<file path="src/hdl/lfu_pkg.sv">
// Package for the least-frequently-used key-value cache.
// Holds command codes, cell operation codes and reset defaults.
// No dependencies.
`default_nettype none

package lfu_pkg;

    localparam int ENTRIES_DEF    = 16;
    localparam int COUNT_BITS_DEF = 16;

    localparam int CMD_W  = 2;
    localparam int WORD_W = 32;
    localparam int CAP_W  = 5;

    localparam logic [CAP_W-1:0] CAP_RESET = 5'd16;

    localparam logic [CMD_W-1:0] CMD_GET    = 2'd0;
    localparam logic [CMD_W-1:0] CMD_WRITE  = 2'd1;
    localparam logic [CMD_W-1:0] CMD_REMOVE = 2'd2;

    // Operation applied to one cell at the end of a transaction.
    typedef enum logic [1:0] {
        ACT_NONE,
        ACT_INC,
        ACT_LOAD,
        ACT_FREE
    } t_act;

endpackage

`default_nettype wire

</file>
<file path="src/hdl/lfu_cell.sv">
// One storage cell of the cache chain: holds one entry and folds it into the
// search record that travels from cell to cell. Depends on lfu_pkg.
`default_nettype none

module lfu_cell #(
    parameter int  ENTRIES    = lfu_pkg::ENTRIES_DEF,
    parameter int  COUNT_BITS = lfu_pkg::COUNT_BITS_DEF,
    parameter int  CELL_INDEX = 0,
    parameter type t_probe    = logic
) (
    input  wire                              i_clk,
    input  wire                              i_rst_n,
    input  wire  [lfu_pkg::WORD_W-1:0]       i_key,
    input  wire  [lfu_pkg::WORD_W-1:0]       i_data,
    input  wire  [lfu_pkg::WORD_W-1:0]       i_size,
    input  lfu_pkg::t_act                    i_act_op,
    input  wire  [$clog2(ENTRIES)-1:0]       i_act_idx,
    input  t_probe                           i_probe,
    output t_probe                           o_probe,
    output logic                             o_valid
);

    localparam int IW  = $clog2(ENTRIES);
    localparam int NVW = $clog2(ENTRIES + 1);
    localparam logic [IW-1:0] MY_IDX = IW'(CELL_INDEX);

    logic                         r_valid;
    logic [lfu_pkg::WORD_W-1:0]   r_key;
    logic [lfu_pkg::WORD_W-1:0]   r_data;
    logic [lfu_pkg::WORD_W-1:0]   r_size;
    logic [COUNT_BITS-1:0]        r_count;
    t_probe                       r_probe;
    t_probe                       n_probe;
    logic                         w_hit;
    logic                         w_sel;

    assign w_hit = r_valid && (r_key == i_key);
    assign w_sel = (i_act_idx == MY_IDX);

    always_comb begin
        n_probe = i_probe;
        if (w_hit && !i_probe.hit) begin
            n_probe.hit      = 1'b1;
            n_probe.hit_idx  = MY_IDX;
            n_probe.hit_data = r_data;
            n_probe.hit_size = r_size;
        end
        if (!r_valid && !i_probe.free) begin
            n_probe.free     = 1'b1;
            n_probe.free_idx = MY_IDX;
        end
        // Strict compare keeps the lowest index on a tie.
        if (r_valid && (!i_probe.have_min || (r_count < i_probe.min_cnt))) begin
            n_probe.have_min = 1'b1;
            n_probe.min_cnt  = r_count;
            n_probe.min_idx  = MY_IDX;
        end
        n_probe.nvalid = i_probe.nvalid + NVW'(r_valid);
    end

    always_ff @(posedge i_clk) begin
        if (!i_rst_n) begin
            r_probe <= '0;
        end else begin
            r_probe <= n_probe;
        end
    end

    always_ff @(posedge i_clk) begin
        if (!i_rst_n) begin
            r_valid <= 1'b0;
        end else if (w_sel) begin
            case (i_act_op)
                lfu_pkg::ACT_INC: begin
                    if (r_count != {COUNT_BITS{1'b1}}) begin
                        r_count <= r_count + 1'b1;
                    end
                end
                lfu_pkg::ACT_LOAD: begin
                    r_valid <= 1'b1;
                    r_key   <= i_key;
                    r_data  <= i_data;
                    r_size  <= i_size;
                    r_count <= '0;
                end
                lfu_pkg::ACT_FREE: begin
                    r_valid <= 1'b0;
                end
                default: begin
                end
            endcase
        end
    end

    assign o_probe = r_probe;
    assign o_valid = r_valid;

endmodule

`default_nettype wire

</file>
<file path="src/hdl/lfu_key_value_cache.sv">
// The block takes one command at a time and takes no new one while busy. The command
// and a launch flag are registered; the search record walks the cell chain one cell per
// cycle, then the update is applied and the result is registered, and busy is
// low during the strobe cycle so the next transaction is taken at the edge that ends it.
// The receiver cannot stall; o_done is high for exactly one cycle per command.
// Synchronous active-low reset empties every entry and sets capacity to 16.
`default_nettype none

module lfu_key_value_cache #(
    parameter int ENTRIES    = lfu_pkg::ENTRIES_DEF,
    parameter int COUNT_BITS = lfu_pkg::COUNT_BITS_DEF
) (
    input  wire                               i_clk,
    input  wire                               i_rst_n,
    input  wire                               i_cfg_we,
    input  wire  [lfu_pkg::CAP_W-1:0]         i_cfg_wdata,
    input  wire                               i_start,
    output logic                              o_busy,
    input  wire  [lfu_pkg::CMD_W-1:0]         i_command,
    input  wire  [lfu_pkg::WORD_W-1:0]        i_key,
    input  wire  [lfu_pkg::WORD_W-1:0]        i_write_data,
    input  wire  [lfu_pkg::WORD_W-1:0]        i_write_size,
    output logic                              o_done,
    output logic                              o_found,
    output logic [lfu_pkg::WORD_W-1:0]        o_read_data,
    output logic [lfu_pkg::WORD_W-1:0]        o_read_size
);

    localparam int IW  = $clog2(ENTRIES);
    localparam int NVW = $clog2(ENTRIES + 1);
    localparam int CW  = (NVW > lfu_pkg::CAP_W) ? NVW : lfu_pkg::CAP_W;

    typedef struct packed {
        logic                         active;
        logic                         hit;
        logic [IW-1:0]                hit_idx;
        logic [lfu_pkg::WORD_W-1:0]   hit_data;
        logic [lfu_pkg::WORD_W-1:0]   hit_size;
        logic                         free;
        logic [IW-1:0]                free_idx;
        logic                         have_min;
        logic [COUNT_BITS-1:0]        min_cnt;
        logic [IW-1:0]                min_idx;
        logic [NVW-1:0]               nvalid;
    } t_probe;

    logic                         r_busy;
    logic                         r_launch;
    logic [lfu_pkg::CMD_W-1:0]    r_cmd;
    logic [lfu_pkg::WORD_W-1:0]   r_key;
    logic [lfu_pkg::WORD_W-1:0]   r_wdata;
    logic [lfu_pkg::WORD_W-1:0]   r_wsize;
    logic [lfu_pkg::CAP_W-1:0]    r_capacity;
    logic                         r_done;
    logic                         r_found;
    logic [lfu_pkg::WORD_W-1:0]   r_rdata;
    logic [lfu_pkg::WORD_W-1:0]   r_rsize;

    t_probe                       w_chain [0:ENTRIES];
    logic   [ENTRIES-1:0]         w_valid;
    t_probe                       w_last;
    lfu_pkg::t_act                w_act_op;
    logic   [IW-1:0]              w_act_idx;
    logic                         w_found;
    logic   [lfu_pkg::WORD_W-1:0] w_rdata;
    logic   [lfu_pkg::WORD_W-1:0] w_rsize;
    logic   [CW-1:0]              w_cap_ext;
    logic   [CW-1:0]              w_cap_eff;
    logic                         w_room;
    logic   [IW-1:0]              w_slot;
    logic                         w_accept;

    assign w_accept = i_start && !r_busy;

    always_comb begin
        w_chain[0]        = '0;
        w_chain[0].active = r_launch;
    end

    for (genvar g = 0; g < ENTRIES; g++) begin : g_cell
        lfu_cell #(
            .ENTRIES    (ENTRIES),
            .COUNT_BITS (COUNT_BITS),
            .CELL_INDEX (g),
            .t_probe    (t_probe)
        ) u_cell (
            .i_clk     (i_clk),
            .i_rst_n   (i_rst_n),
            .i_key     (r_key),
            .i_data    (r_wdata),
            .i_size    (r_wsize),
            .i_act_op  (w_act_op),
            .i_act_idx (w_act_idx),
            .i_probe   (w_chain[g]),
            .o_probe   (w_chain[g+1]),
            .o_valid   (w_valid[g])
        );
    end

    assign w_last = w_chain[ENTRIES];

    // Capacity in effect is clamped to the range 1 to ENTRIES.
    always_comb begin
        w_cap_ext = CW'(r_capacity);
        if (w_cap_ext == '0) begin
            w_cap_eff = CW'(1);
        end else if (w_cap_ext > CW'(ENTRIES)) begin
            w_cap_eff = CW'(ENTRIES);
        end else begin
            w_cap_eff = w_cap_ext;
        end
        w_room = CW'(w_last.nvalid) < w_cap_eff;
        if (w_room && w_last.free) begin
            w_slot = w_last.free_idx;
        end else if (w_last.have_min) begin
            w_slot = w_last.min_idx;
        end else begin
            w_slot = '0;
        end
    end

    always_comb begin
        w_act_op  = lfu_pkg::ACT_NONE;
        w_act_idx = w_last.hit_idx;
        w_found   = 1'b0;
        w_rdata   = '0;
        w_rsize   = '0;
        case (r_cmd)
            lfu_pkg::CMD_GET: begin
                if (w_last.hit) begin
                    w_act_op = lfu_pkg::ACT_INC;
                    w_found  = 1'b1;
                    w_rdata  = w_last.hit_data;
                    w_rsize  = w_last.hit_size;
                end
            end
            lfu_pkg::CMD_WRITE: begin
                w_act_op = lfu_pkg::ACT_LOAD;
                w_found  = w_last.hit;
                if (!w_last.hit) begin
                    w_act_idx = w_slot;
                end
            end
            lfu_pkg::CMD_REMOVE: begin
                if (w_last.hit) begin
                    w_act_op = lfu_pkg::ACT_FREE;
                    w_found  = 1'b1;
                end
            end
            default: begin
            end
        endcase
        if (!w_last.active) begin
            w_act_op = lfu_pkg::ACT_NONE;
        end
    end

    always_ff @(posedge i_clk) begin
        if (w_accept) begin
            r_cmd   <= i_command;
            r_key   <= i_key;
            r_wdata <= i_write_data;
            r_wsize <= i_write_size;
        end
        r_found <= w_found;
        r_rdata <= w_rdata;
        r_rsize <= w_rsize;
    end

    always_ff @(posedge i_clk) begin
        if (!i_rst_n) begin
            r_busy     <= 1'b0;
            r_launch   <= 1'b0;
            r_done     <= 1'b0;
            r_capacity <= lfu_pkg::CAP_RESET;
        end else begin
            r_launch <= w_accept;
            r_done   <= w_last.active;
            if (w_accept) begin
                r_busy <= 1'b1;
            end else if (w_last.active) begin
                r_busy <= 1'b0;
            end
            if (i_cfg_we && !(|w_valid)) begin
                r_capacity <= i_cfg_wdata;
            end
        end
    end

    assign o_busy      = r_busy;
    assign o_done      = r_done;
    assign o_found     = r_found;
    assign o_read_data = r_rdata;
    assign o_read_size = r_rsize;

endmodule

`default_nettype wire

</file>
<file path="config.mk">
export PLATFORM = sky130hd
export DESIGN_NAME = lfu_key_value_cache
export DESIGN_NICKNAME = d
export VERILOG_FILES = /design/src/hdl/lfu_pkg.sv /design/src/hdl/lfu_cell.sv /design/src/hdl/lfu_key_value_cache.sv
export SDC_FILE = /design/constraint.sdc
export NUM_CORES = 2
export LEC_CHECK = 0
export BUFFER_PORTS_ARGS = -buffer_cell sky130_fd_sc_hd__buf_2
export CORE_UTILIZATION = 35
export CTS_CLUSTER_SIZE = 40
export DETAILED_ROUTE_END_ITERATION = 7
export HOLD_SLACK_MARGIN = 0.06
export PLACE_DENSITY_LB_ADDON = 0.08
export SLEW_MARGIN = 20
export SYNTH_ARGS = -nofsm -noshare
export SYNTH_HDL_FRONTEND = slang
export SYNTH_HIERARCHICAL = 1
export SYNTH_SLANG_ARGS = --single-unit
</file>
<file path="constraint.sdc">
create_clock -name i_clk -period 9.8 [get_ports i_clk]
set_input_delay 1.96 -clock i_clk [delete_from_list [all_inputs] [get_ports i_clk]]
set_output_delay 1.96 -clock i_clk [all_outputs]
set_load 0.005 [all_outputs]
</file>
==> impl_results.md <==
* Status: complete, no violations
* Minimum clock period at 5.04 ns
* CTS-repair resized insts at 0
* Syn Area/Cell at 12.5 um2
* Achievable frequency at 199 MHz
* Crit path to: g_cell[2].u_cell/r_data[9]$_DFFE_PP_
* Gate count after technology mapping at 10857
* Hold Crit Class: register to register
* Port Buf Inserts at 173
* Worst IR Drop VDD at 0.000143 V
* Vias at 81391
* Via-per-instance ratio at 4.84
* Final Cycle Share at 51.4%
* Pleak at 56.4 nW
* Reg2Reg Depth at 11
* R2R Path End: g_cell[2].u_cell/r_data[9]$_DFFE_PP_
* Nets@finish at 11666
* Fillers at 36159
* Area Growth Syn to Fin at 15.5%
* PD cells at 204 nW/um2
* Reg2reg setup slack at 4.76 ns
* Rel. slew slack at 23.9%
* CP endpoint kind: register
* Die Width at 624 um
* Postcts setup bufs at 0
* Vias in the first global route at 83354
* Total GRT Usage at 19.0%
* H-tree Lvls at 5
* Tightest Pin Transition at 1.14 ns
* Antenna violations before repair at 28
* Routed WL per cell at 22.3 um
* Fin Setup TNS at 0 ns
* Num CTS Buffers at 399
* Storage cell area at 90600 um2
* Final HPWL DP at 223000 um
* Final ANT Viol Nets at 0
* Drt first pass iters at 5
* Worst Hold Depth at 1
* Row count at 228
* Critical Path Start: r_capacity[4]$_SDFFE_PN1P_
* DRT iter0 DRCs at 5580
* Area of the multi-input gates at 41800 um2
* Remaining global-route overflow at 0
* CTS tree: built
* First-pass GRT wire length at 556000 um
* # hold bufs at CTS at 0
* DRC at 0
* Clk_lat worst skew at 0.96 ns
* Final setup violation count at 0
* Hold Fails Final Rpt at 0
* WS Path Type: register to register
* GP Congestion at 0.790
* CORE AREA at 385000 um2
* Critical path required time at 10.37 ns
* Ports at 174
* Die area at 389000 um2
* Post-Syn Area at 135000 um2
* Slew Viols, Final at 0
* Startpoint type of the worst setup path: register
* Sink Count at 3579
* Layout cells sized above 1 at 9.52%
* Detailed Route WL at 375000 um
* CP max FO at 63
* Clock-pin slew on the worst setup and hold paths at 0.06 ns
* Largest net degree at the start of global routing at 188
* Unrepaired setup endpoints after global routing: no
* Layout Skew at 0.0523 ns
* R2r startpoint: r_capacity[4]$_SDFFE_PN1P_
* Max Cap Violations at 0
* Overall power at 31.8 mW
* Root Buffer Master: clkbuf_16
* CP arrival at 5.61 ns
* Starting Density at 35.1%
* CTS Buffer Depth at 4
* Die Ht at 624 um
* Synth Warn # at 6
==> flip-flops by register name, indices dropped and copies added (netlist names), 2 cells and up <==
name                   flops
g_cell.u_cell/r_count    256
o_read_data               32
g_cell.u_cell/r_key      512
o_read_size               32
g_cell.u_cell/o_valid     16
g_cell.u_cell/r_data     512
r_wsize                   32
r_key                     32
r_cmd                      2
r_wdata                   32
g_cell.u_cell/o_probe   1600
g_cell.u_cell/r_size     512
r_capacity                 5
==> how the worst min path moves through the flow <==
stage	from	end	slack [ns]
global placement	g_cell[12].u_cell/o_probe[95]$_SDFF_PP0_	g_cell[13].u_cell/o_probe[95]$_SDFF_PN0_	0.41
finish	g_cell[3].u_cell/o_probe[27]$_SDFF_PN0_	g_cell[4].u_cell/o_probe[27]$_SDFF_PP0_	0.42
global route	g_cell[3].u_cell/o_probe[27]$_SDFF_PN0_	g_cell[4].u_cell/o_probe[27]$_SDFF_PP0_	0.43
floorplan	g_cell[8].u_cell/o_probe[6]$_SDFF_PP0_	g_cell[9].u_cell/o_probe[6]$_SDFF_PP0_	0.40
CTS	g_cell[3].u_cell/o_probe[27]$_SDFF_PN0_	g_cell[4].u_cell/o_probe[27]$_SDFF_PP0_	0.41
detailed placement	g_cell[0].u_cell/o_probe[27]$_SDFF_PP0_	g_cell[1].u_cell/o_probe[27]$_SDFF_PP0_	0.41
==> layout by cell type (no fill, tap or decap), types with 18 or more instances in the layout <==
| master | instances |
|---|---|
| and4_1 | 27 |
| nand2b_1 | 82 |
| o21ai_0 | 433 |
| clkinv_1 | 23 |
| nand3_1 | 375 |
| dfxtp_1 | 1686 |
| o21a_1 | 58 |
| xnor2_1 | 318 |
| nor3b_1 | 21 |
| bufinv_16 | 24 |
| clkbuf_16 | 410 |
| and2_1 | 149 |
| and3_1 | 70 |
| clkbuf_1 | 112 |
| nor2_1 | 889 |
| mux2i_1 | 912 |
| or3_1 | 58 |
| nand3b_1 | 133 |
| nand2_1 | 1270 |
| nor4_1 | 67 |
| clkbuf_8 | 71 |
| ha_1 | 292 |
| diode_2 | 18 |
| conb_1 | 124 |
| nand4_1 | 118 |
| a311oi_1 | 18 |
| nor2b_1 | 28 |
| buf_2 | 172 |
| clkinv_2 | 88 |
| buf_4 | 191 |
| a21oi_1 | 413 |
| inv_1 | 366 |
| xor2_1 | 360 |
| edfxtp_1 | 1890 |
| nor3_1 | 39 |
==> metrics by stage <==
stage	hold slack, ns	util (%)	instances	cell area, um2	setup WS [ns]
finish	0.418	40.6	16814	156000	4.76
global route	0.425	40.6	16803	156000	4.47
CTS	0.414	40.6	16794	156000	4.73
detailed placement	0.413	37.1	16039	143000	4.54
global placement	0.414	37.1	16038	143000	4.58
floorplan	0.399	-	10980	136000	1.82
==> per-layer routing <==
metal,global-route usage [%],vias up,routed length [um]
li1,-,38739,-
met1,26.0,40644,175000
met2,31.4,1460,175000
met3,2.42,546,14800
met4,5.41,2,10100
met5,0,-,13
==> critical path, stage by stage (launching register included) <==
cell and delay [ns]:
dfxtp_1 0.38, inv_1 0.11, ha_1 0.36, and2_1 0.19
a221oi_2 0.39, a31oi_1 0.16, a21oi_1 0.18, buf_4 0.24
nor4b_2 0.86, nand2_1 0.26, nor2_4 0.85, buf_12 0.53
==> final cells by class <==
type | instances | area share [%]
diodes | 18 | 0.0288
inverters | 379 | 0.925
clock buffers | 593 | 7.45
well taps | 5175 | 4.14
flip-flops and latches | 3579 | 57.9
clock inverters | 162 | 1.07
repair buffers | 383 | 1.73
multi-input cells | 6525 | 26.7
==> where the power goes <==
group / switching, mW / total [mW] / internal (mW)
logic: 0.529 / 0.736 / 0.207
registers: 0.155 / 16.0 / 15.9
clock network: 6.18 / 15.1 / 8.89
No activity file was read; power rests on OpenSTA's default activity.
